===== config.mk =====
export PLATFORM = sky130hd
export DESIGN_NAME = usbp_iter
export DESIGN_NICKNAME = d
export VERILOG_FILES = /design/src/rtl/usbp_pkg.sv /design/src/rtl/usbp_iter.sv
export SDC_FILE = /design/constraint.sdc
export NUM_CORES = 1
export LEC_CHECK = 0
export BUFFER_PORTS_ARGS = -buffer_cell sky130_fd_sc_hd__buf_4
export CORE_AREA = 2 2 363 365
export CTS_BUF_LIST = sky130_fd_sc_hd__clkbuf_16
export DETAILED_ROUTE_END_ITERATION = 10
export DIE_AREA = 0 0 365 367
export PLACE_DENSITY = 0.58
export SYNTH_ARGS = -nofsm -noshare
export SYNTH_HDL_FRONTEND = slang
export SYNTH_SLANG_ARGS = --single-unit

===== constraint.sdc =====
create_clock -name i_clk -period 17.5 [get_ports i_clk]
set_clock_uncertainty 0.1 [all_clocks]
set_input_delay 2.625 -clock i_clk [delete_from_list [all_inputs] [get_ports i_clk]]
set_output_delay 2.625 -clock i_clk [all_outputs]
set_load 0.01 [all_outputs]

===== src/rtl/usbp_pkg.sv =====
`timescale 1ns / 1ps
package usbp_pkg;

    localparam int SAMPLE_BITS_DEF   = 32;
    localparam int OUT_FRAC_BITS_DEF = 30;

    // iteration counts of the shared stage chain
    localparam int ITER_STAGES  = 32;
    localparam int CORDIC_STEPS = 30;

    localparam logic signed [33:0] CORDIC_GAIN = 34'sd1304065748;
    localparam logic signed [33:0] ONE_Q31     = 34'sh0_8000_0000;

    // arctangent of 2^-i in units of 2^-32 turn
    localparam logic [31:0] ATAN_TURNS [CORDIC_STEPS] = '{
        32'h20000000, 32'h12E4051E, 32'h09FB385B, 32'h051111D4, 32'h028B0D43,
        32'h0145D7E1, 32'h00A2F61E, 32'h00517C55, 32'h0028BE53, 32'h00145F2F,
        32'h000A2F98, 32'h000517CC, 32'h00028BE6, 32'h000145F3, 32'h0000A2FA,
        32'h0000517D, 32'h000028BE, 32'h0000145F, 32'h00000A30, 32'h00000518,
        32'h0000028C, 32'h00000146, 32'h000000A3, 32'h00000051, 32'h00000029,
        32'h00000014, 32'h0000000A, 32'h00000005, 32'h00000003, 32'h00000001
    };

    // payload carried through the iteration stages
    typedef struct packed {
        logic               op;
        logic [31:0]        rs;
        logic [31:0]        h;
        logic [63:0]        sq_rem;
        logic [63:0]        sq_res;
        logic signed [33:0] cx;
        logic signed [33:0] cy;
        logic signed [31:0] ang;
        logic [1:0]         quad;
        logic [69:0]        cb_rem;
        logic [31:0]        cb_y;
        logic [63:0]        cb_y2;
    } t_iter;

    // right shift by n (n >= 1), rounded to nearest, ties away from zero
    function automatic logic signed [63:0] f_rshift(input logic signed [63:0] v,
                                                   input int unsigned n);
        logic [63:0] mag;
        mag = v[63] ? 64'(-v) : 64'(v);
        mag = (mag + (64'd1 << (n - 1))) >> n;
        return v[63] ? -signed'(mag) : signed'(mag);
    endfunction

endpackage


===== src/rtl/usbp_iter.sv =====
`timescale 1ns / 1ps
module usbp_iter #(
    parameter int IDX = 0
) (
    input  logic            i_clk,
    input  logic            i_rst_n,
    input  logic            i_en,
    input  logic            i_vld,
    input  usbp_pkg::t_iter i_d,
    output logic            o_vld,
    output usbp_pkg::t_iter o_d
);
    import usbp_pkg::*;

    localparam logic [63:0] SQ_BIT = 64'd1 << (62 - 2 * IDX);
    localparam int          CB_GRP = 3 * (ITER_STAGES - 1 - IDX);

    logic        r_vld;
    t_iter       r_d;
    t_iter       n_d;
    logic [63:0] w_sq_sum;
    logic [95:0] w_cb_n;
    logic [2:0]  w_cb_dig;
    logic [69:0] w_cb_rem;
    logic [69:0] w_cb_trial;

    always_comb begin
        n_d = i_d;

        // square root, one result bit per stage
        w_sq_sum = i_d.sq_res + SQ_BIT;
        if (i_d.sq_rem >= w_sq_sum) begin
            n_d.sq_rem = i_d.sq_rem - w_sq_sum;
            n_d.sq_res = (i_d.sq_res >> 1) + SQ_BIT;
        end else begin
            n_d.sq_res = i_d.sq_res >> 1;
        end

        // cordic rotation step
        if (IDX < CORDIC_STEPS) begin
            if (!i_d.ang[31]) begin
                n_d.cx  = i_d.cx - (i_d.cy >>> IDX);
                n_d.cy  = i_d.cy + (i_d.cx >>> IDX);
                n_d.ang = i_d.ang - signed'(ATAN_TURNS[IDX]);
            end else begin
                n_d.cx  = i_d.cx + (i_d.cy >>> IDX);
                n_d.cy  = i_d.cy - (i_d.cx >>> IDX);
                n_d.ang = i_d.ang + signed'(ATAN_TURNS[IDX]);
            end
        end

        // cube root of radius * 2^64, three radicand bits per stage
        w_cb_n     = {i_d.rs, 64'd0};
        w_cb_dig   = 3'(w_cb_n >> CB_GRP);
        w_cb_rem   = (i_d.cb_rem << 3) | 70'(w_cb_dig);
        w_cb_trial = 70'(i_d.cb_y2) * 70'd12 + 70'(i_d.cb_y) * 70'd6 + 70'd1;
        if (w_cb_rem >= w_cb_trial) begin
            n_d.cb_rem = w_cb_rem - w_cb_trial;
            n_d.cb_y   = (i_d.cb_y << 1) | 32'd1;
            n_d.cb_y2  = (i_d.cb_y2 << 2) + (64'(i_d.cb_y) << 2) + 64'd1;
        end else begin
            n_d.cb_rem = w_cb_rem;
            n_d.cb_y   = i_d.cb_y << 1;
            n_d.cb_y2  = i_d.cb_y2 << 2;
        end
    end

    always_ff @(posedge i_clk) begin
        if (!i_rst_n) begin
            r_vld <= 1'b0;
        end else if (i_en) begin
            r_vld <= i_vld;
        end
    end

    always_ff @(posedge i_clk) begin
        if (i_en) begin
            r_d <= n_d;
        end
    end

    assign o_vld = r_vld;
    assign o_d   = r_d;

endmodule


After elaboration in Yosys (flattened, before gate mapping)
Index checks and enable logic that the tools add are counted.
{"block": "word_totals", "wordCells": 37, "input_bits": 465, "regBits": 462}
{"block": "op_classes", "mux": 4, "n_lt_le_gt_ge": 2, "bitwise_logic": 1, "n_addsub": 13, "mul": 2}
{"op": "$mux W166", "count": 1}
{"op": "$mux W100", "count": 1}
{"op": "$add A69 B1 Y70 const B", "count": 1}
{"op": "$ge A70 B70 Y1", "count": 1}
{"op": "$or A70 B3 Y70", "count": 1}
{"op": "$sub A70 B70 Y70", "count": 1}
{"op": "$add A68 B35 Y69", "count": 1}
{"op": "$sub A34 B34 Y34", "count": 2}
{"op": "$mul A64 B2 Y66 const B", "count": 1}
{"op": "$add A63 B63 Y64 const B", "count": 1}
{"op": "$add A64 B1 Y64 const B", "count": 1}
{"op": "$add A64 B34 Y64", "count": 1}
{"op": "$add A64 B63 Y64 const B", "count": 1}
{"op": "$ge A64 B64 Y1", "count": 1}
{"op": "$mux W64", "count": 1}
{"op": "$sub A64 B64 Y64", "count": 1}
{"op": "$mux W63", "count": 1}
{"op": "$add A34 B34 Y34", "count": 1}
{"op": "$mul A32 B2 Y34 const B", "count": 1}
{"op": "$add A32 B31 Y32 const B", "count": 1}
{"op": "$sub A32 B31 Y32 const B", "count": 1}

Logic depth before layout (Yosys ltp)
Gate-level depths: netlist of run 1.
{"block": "depth", "word_depth": 5, "ltp_mapped": 43, "depth_no_buf": 41}

Worst setup path after synthesis of run 1
Ideal clock, no wire load.
{"block": "synth_timing", "kind": "input port to flip-flop", "from": "in i_d[64] (netlist bit)", "to": "reg r_d, in the netlist o_d[100], data pin", "setup_ns": 0.260, "t_required_ns": 17.140, "t_arrival_ns": 10.352, "stages": 38, "slack_ns": 6.789, "path_cell_list": "ha_1 inv_1 fa_1 nor2b_1 o21a_1 o21ai_0 a211oi_1 a21o_1 o31a_1 o21ai_0 o21ai_0 nand4_1 a31oi_1 o21a_1 nor2_1 xor2_1 ha_1 and4_1 [... 2 more ...] nor4_4 nand4_1 or2_2 clkbuf_2 or4_1 xor2_1 ha_1 clkbuf_1 nor2b_1 o21ai_0 nand2b_1 a21oi_1 o21bai_1 a2111o_1 a31oi_1 clkbuf_1 buf_1 mux2_2"}
{"item": "start: declaration", "line_no": "usbp_iter.sv:9", "source": "input usbp_pkg::t_iter i_d,"}
{"item": "end signal: assignment", "line_no": "usbp_iter.sv:78", "source": "r_d <= n_d;"}
{"item": "end: declaration", "line_no": "usbp_iter.sv:19", "source": "t_iter r_d;"}

==> impl_results.md, run 1 <==
* Outcome: finished, final reports clean
* Cell count after placement at 6621
* Drt pass-1 iters at 6
* Routability Congestion at between 0.9 and 1
* Post-CTS Setup Bufs at 0
* Slew Limit Fails at 0
* Initial antenna violation count at 27
* CORE AREA at ~130000 µm²
* Drt initial violations at 1947
* Die area at roughly 130000 µm²
* Critical Path Start Type: input port
* HPWL Detailed at 126000 µm
* CP max stage cell: nor3_2
* CTS H-tree lvls at 3
* Synthesis warning total at 0
* Die extent in y at 367 µm
* Reg2Reg Setup Slack at around 17000 ps
* Syn Std Cell Area at 38000 µm²
* Power Dens Cells at 115 nW/µm²
* Final period util at 70.1%
* Clk sinks at 460
* Crit path max-delay family: simple AND/OR/NAND/NOR gates
* Row count at 133
* Peak VDD IR at 0.0000682 V
* Slew @ Worst Pin at 984 ps
* Maximum clock frequency at 81.5 MHz
* Grt ovf at 0
* Slew Limit Headroom at 34.4%
* Leakage power at roughly 21 nW
* Total CTS buffers at between 60 and 70
* Synthesis-to-finish area growth at 28.6%
* Post-CTS Resized at 0
* Drt wl/cell at ~23 µm
* Number of synthesized register bits at 460
* Crit path largest cell delay at 700 ps
* Reg-to-reg endpoint: o_vld
* Total track usage at 21.7%
* Setup TNS at 0 ps
* Clock root buffer: clkbuf_16
* CP Capture Type: register
* Number of synthesized flops with an enable pin at 459
* Die Wd at around 370 µm
* Syn avg cell area at 9.32 µm²
* Net count, final at between 5k and 6k
* Post-synthesis sequential area ratio at ~36%
* Via count at 34.2k
* Min Tclk post-route at 12260 ps
* Largest net degree at the start of global routing at between 150 and 200
* Hold Startpoint: o_vld
* Syn_nets at 4943
* CTS tree: built
* Crit Path Category: input port to register
* Critical Path RT at around 18000 ps
* Crit path buf inv count at 3
* Vias per cell at 5.08
* Crit-path max FO at 175
* Placed inst area at 46700 µm²
* Reg2reg start: o_vld
* Starting Density at between 20% and 30%
* Share of cells above drive strength 1 at 23.0%
* Design area at 48800 µm²
* Hold Crit Class: register to register
* Hold Vio Cnt, Final at 0
* Worst Path Arrival at between 10000 and 15000 ps
* FF-to-FF path depth at 2
* Final ANT Viol Nets at 0
* Most Frequent Cell on Critical Path: nand4_1
* First-pass GRT wire length at 218000 µm
* Final setup viols at 0
* CTS clock-pin slew for the worst setup and hold paths at 50 ps
* Gate Count Post-Synth at 4075
* Cell variety after synth at 98
* Max Cap Viol at 0
* WHS Path Cells at 2
* PortBufs at 922
* Top FF cell, synth: edfxtp_1
* Post-synth ARST share at 0%
* Drt drc at 0
* CTS max path bufs at 3
* Vias in the first global route at around 33k
* Layout Cells excl Fill at 6743
* Post-Route WL at 152000 µm
* Worst skew pair latency at 650 ps
* Sink of the worst hold path: o_vld
* RSZ-0062 raised after global routing: no
* Hold Buf Count CTS at 0
* # IOs at 927
-- report_power, final --
| part | internal, mW | switching, mW |
|---|---|---|
| sequential | 1.47 | 0.0608 |
| combinational | 1.11 | 1.62 |
| clock | 0.790 | 0.557 |
| total | 3.37 | 2.24 |
-- cell usage in the layout, fill, tap and decap left out, drive strengths merged, types with 27 or more instances in the layout --
| master | Yosys | final |
|---|---|---|
| nand2b | 49 | 49 |
| nor2b | 45 | 45 |
| a31oi | 47 | 47 |
| ha | 393 | 393 |
| mux2 | 69 | 69 |
| a21o | 211 | 211 |
| inv | 260 | 276 |
| o21bai | 72 | 72 |
| nand4 | 64 | 64 |
| o21a | 35 | 35 |
| a21oi | 379 | 379 |
| nand3 | 76 | 76 |
| and2 | 28 | 28 |
| a211oi | 27 | 27 |
| and3 | 39 | 39 |
| nor2 | 277 | 277 |
| clkbuf | 123 | 67 |
| xnor2 | 278 | 278 |
| buf | 21 | 935 |
| edfxtp | 459 | 459 |
| nand2 | 320 | 320 |
| o21ai | 314 | 314 |
| nor3 | 65 | 65 |
| xor2 | 118 | 118 |
-- logic make-up (layout without fill, tap and decap cells) --
kind of cell               Yosys count  in the layout  share of synthesized area, %
buffers and inverters              407           1313                          4.09
xor gates and xnor gates           396            396                          9.15
other                                1              8                       0.00988
adders and majority gates          403            403                          13.5
AOI/OAI and AO/OA                 1279           1279                          21.2
DFF                                460            460                          36.4
muxes                               85             85                          2.47
and+or+nand+nor                   1044           1044                          13.2
-- layer usage --
metal  routed length, µm  vias to the layer above  global-route usage [%]
met5                 163                        -                       0
met4                3710                       28                    5.85
met3               11800                      174                    5.84
met2               72000                     1019                    36.7
met1               64400                    16300                    27.0
li1                    -                    16700                       -
-- stage by stage --
stage / power [mW] / util [%] / worst slack (ps) / hold slack (ps)
finish: 5.60 / 37.4 / 5240 / 446
detailed placement: 4.26 / 35.8 / 4500 / 433
floorplan: 3.21 / - / 6790 / 438
global placement: 4.26 / 35.8 / 4690 / 402
global route: 5.95 / 37.4 / 4290 / 462
CTS: 5.65 / 37.4 / 5170 / 444
-- synthesized netlist by cell type (10+ instances only) --
cell type  instances  area (µm²)
o211ai_1          13        97.6
nor3_1            63         315
o31ai_1           26         195
o22ai_1           13        81.3
a21o_1           210        1580
mux2_2            69         777
nand2_1          320        1200
nand3_1           76         380
a2111oi_0         10        87.6
o2111ai_1         10        87.6
nor4_1            11        68.8
o21a_1            35         263
nand2b_1          49         307
a211oi_1          27         203
nor2_1           276        1040
o21ai_1           11        55.1
o21bai_1          72         541
or2_2             11        68.8
a41oi_1           10        87.6
o21ai_0          303        1520
fa_1              10         200
mux2i_1           16         160
xnor2_1          277        2430
ha_1             393        4920
nor2b_1           45         282
and4_1            11        96.3
nand4_1           64         400
o31a_1            11        96.3
xor2_1           118        1030
clkbuf_1         122         458
or3_1             14        87.6
edfxtp_1         459       13800
inv_1            260         976
a31oi_1           47         294
and3_1            38         238
and2_1            28         175
a221oi_1          11        96.3
a21oi_1          377        1890
a21boi_0          12        90.1
-- worst register-to-register path, stage by stage (launching register included) --
cell	delay [ps]
dfxtp_1	310
mux2i_1	130
nor2b_1	60
-- worst max-delay path by stage --
stage	startpoint	endpoint	slack (ps)	cells after the start
floorplan	i_d[64]	o_d[100]	6790	38
detailed placement	i_d[64]	o_d[63]	4500	39
CTS	i_d[64]	o_d[63]	5170	39
global placement	i_d[64]	o_d[63]	4690	39
finish	i_d[64]	o_d[63]	5240	38
global route	i_d[64]	o_d[63]	4290	39
-- sequential cells by signal (all words and copies together), names as in the netlist --
signal  count
o_d       459
o_vld       1
-- cell type report --
cell class                      count  area [µm²]
Antenna cell                        7        17.5
Clock buffer                       67        1680
Clock inverter                     48         467
Fill cell                       13400       81600
Inverter                          263         987
Multi-Input combinational cell   3208       22600
Sequential cell                   460       13800
Tap cell                         1755        2200
Timing Repair Buffer              935        7040
No activity file was read; power rests on OpenSTA's default activity.
==> run 2: changes to the inputs <==
--- a/config.mk
+++ b/config.mk
@@ -5,12 +5,13 @@
 export SDC_FILE = /design/constraint.sdc
 export NUM_CORES = 1
 export LEC_CHECK = 0
+export ABC_AREA = 1
 export BUFFER_PORTS_ARGS = -buffer_cell sky130_fd_sc_hd__buf_4
 export CORE_AREA = 2 2 363 365
 export CTS_BUF_LIST = sky130_fd_sc_hd__clkbuf_16
 export DETAILED_ROUTE_END_ITERATION = 10
 export DIE_AREA = 0 0 365 367
-export PLACE_DENSITY = 0.58
+export PLACE_DENSITY = 0.64
 export SYNTH_ARGS = -nofsm -noshare
 export SYNTH_HDL_FRONTEND = slang
 export SYNTH_SLANG_ARGS = --single-unit
==> constraint.sdc (replaced) <==
create_clock -name i_clk -period 11.4 [get_ports i_clk]
set_clock_uncertainty 0.1 [all_clocks]
set_input_delay 1.71 -clock i_clk [delete_from_list [all_inputs] [get_ports i_clk]]
set_output_delay 1.71 -clock i_clk [all_outputs]
set_load 0.01 [all_outputs]
==> impl_results.md, run 2 <==
* Clock root buffer: clkbuf_16
* Synthesis-to-finish area growth at 23.6%
* Hold Vio Cnt, Final at 0
* Reg-to-reg endpoint: o_vld
* Worst skew pair latency at about 680 ps
* Row count at 133
* Crit Path Category: input port to register
* Hold Buf Count CTS at 0
* Number of synthesized register bits at 460
* Vias in the first global route at around 45k
* Reg2reg start: o_vld
* Critical Path Start Type: input port
* CP Capture Type: register
* Max Cap Viol at 0
* Crit path from: i_d[64]
* Synth top cells by count: nand2_1 (1633), inv_1 (1023), nor2_1 (659)
* Peak VDD IR at 0.000114 V
* Pre-CTS setup slack at 1670 ps
* Final ANT Viol Nets at 0
* Post-synth ARST share at 0%
* Post-CTS Resized at 0
* Routability Congestion at 1.02
* Drt initial violations at 4116
* # IOs at 927
* RSZ-0062 raised after global routing: no
* Share of the synthesized area in the top cell type at 30.5%
* Number of synthesized flops with an enable pin at 459
* Gate Count Post-Synth at approximately 6.5k
* Share of cells above drive strength 1 at 16.5%
* Cell variety after synth at 58
* Post-Route WL at 221000 µm
* FF-to-FF path depth at 2
* Grt ovf at 0
* Slew @ Worst Pin at 1130 ps
* Synthesis warning total at 0
* Commonest non-fill, non-tap cell in the layout: nand2_1
* Setup TNS at 0 ps
* CTS tree: built
* Via count at 47.5k
* Sink of the worst hold path: o_vld
* Initial antenna violation count at 18
* Slew Limit Headroom at between 20% and 30%
* Post-synth top area cell: edfxtp_1
* Final setup viols at 0
* Post-synthesis sequential area ratio at 30.5%
* Crit path largest cell delay at roughly 590 ps
* Most frequent cell after synthesis: nand2_1
* Die Wd at roughly 370 µm
* Post-CTS Setup Bufs at 0
* Final WS setup at 2340 ps
* Min Tclk post-route at 9060 ps
* Drt wl/cell at about 24 µm
* PortBufs at 922
* First-pass GRT wire length at 309000 µm
* Reg2Reg Setup Slack at 10620 ps
* Leakage power at 26.5 nW
* Syn_nets at approximately 7.3k
* Max reg flops at ~460
* Total track usage at about a third
* Top area cells in the synthesized netlist: edfxtp_1 (30%), nand2_1 (14%), ha_1 (11%)
* CTS max path bufs at 3
* Commonest non-fill, non-tap cells in the layout: nand2_1 (1633), inv_1 (1036), buf_4 (928)
* CTS H-tree lvls at 2
* Total CTS buffers at 56
* Largest net degree at the start of global routing at 144
* Hold Startpoint: o_vld
* CORE AREA at 130000 µm²
* Starting Density at 34.7%
* Power Dens Cells at about 160 nW/µm²
* Die extent in y at around 370 µm
* Net count, final at between 8k and 9k
* Power after layout at 9.20 mW
* CTS clock-pin slew for the worst setup and hold paths at around 60 ps
* Crit-path max FO at 59
* Drt drc at 0
* Top FF cell, synth: edfxtp_1
* HPWL Detailed at around 190000 µm
* Vias per cell at 5.17
* Die area at ~130000 µm²
* WHS at roughly 470 ps
* Outcome: finished, final reports clean
* Critical Path RT at 11690 ps
* Final period util at 79.5%
* Clk sinks at 460
* Slew Limit Fails at 0
* WHS Path Cells at 2
* CP max stage cell: a221oi_1
* Drt pass-1 iters at 9
* Core Util, Final at 42.8%
* Maximum clock frequency at 110 MHz
* Hold Crit Class: register to register
* Syn avg cell area at 6.99 µm²
* Worst Path Arrival at 9350 ps
* Syn Std Cell Area at 45200 µm²
-- run 2: metrics by stage --
step / std cells / instance area (µm²)
after floorplan: 6472 / 45200
after global placement: 9076 / 54100
after detailed placement: 9076 / 54100
after CTS: 9181 / 55800
after global routing: 9186 / 55900
final: 9193 / 55900
-- run 2: worst max-delay path by stage --
stage          endpoint  slack (ps)
4_1_cts          o_d[8]        2340
3_3_place_gp    o_d[19]        1660
3_5_place_dp    o_d[14]        1670
6_report        o_d[13]        2340
5_1_grt         o_d[12]        1650
2_1_floorplan  o_d[131]        3980
-- run 2: logic make-up after synthesis --
kind of cell | after synthesis | synth area share [%]
AO/OA/AOI/OAI | 1310 | 15.9
adder cells (fa/ha/maj) | 403 | 11.3
multiplexers | 3 | 0.0664
other | 1 | 0.00829
AND/OR/NAND/NOR | 2836 | 26.3
XOR/XNOR | 321 | 6.22
buffers and inverters | 1138 | 9.69
flip-flops | 460 | 30.5
-- run 2: final cells by class --
type / instances / area [µm²]
Clock inverter: 48 / 365
Multi-Input combinational cell: 4874 / 27000
Clock buffer: 57 / 1430
Inverter: 1054 / 3960
Timing Repair Buffer: 933 / 7060
Fill cell: 13800 / 74600
Sequential cell: 460 / 13800
Tap cell: 1755 / 2200
Antenna cell: 12 / 30.0
-- run 2: critical path, delay by kind of cell --
family / cells / cell delay (ps)
and+or+nand+nor: 10 / 1240
buffers and inverters: 6 / 1220
adders and majority gates: 4 / 1300
AOI/OAI and AO/OA: 15 / 3440
xor gates and xnor gates: 1 / 380
-- run 2: per-layer routing --
metal | wire length, µm | global-route usage, %
met3 | 16200 | 6.11
met2 | 103000 | 53.1
met5 | 101 | 0
met4 | 13600 | 17.1
met1 | 88300 | 38.2
-- run 2: power by group --
part	internal [mW]	switching, mW	leakage, nW
clock	0.996	0.784	0.917
sequential	2.25	0.151	4.49
combinational	1.67	3.35	21.0
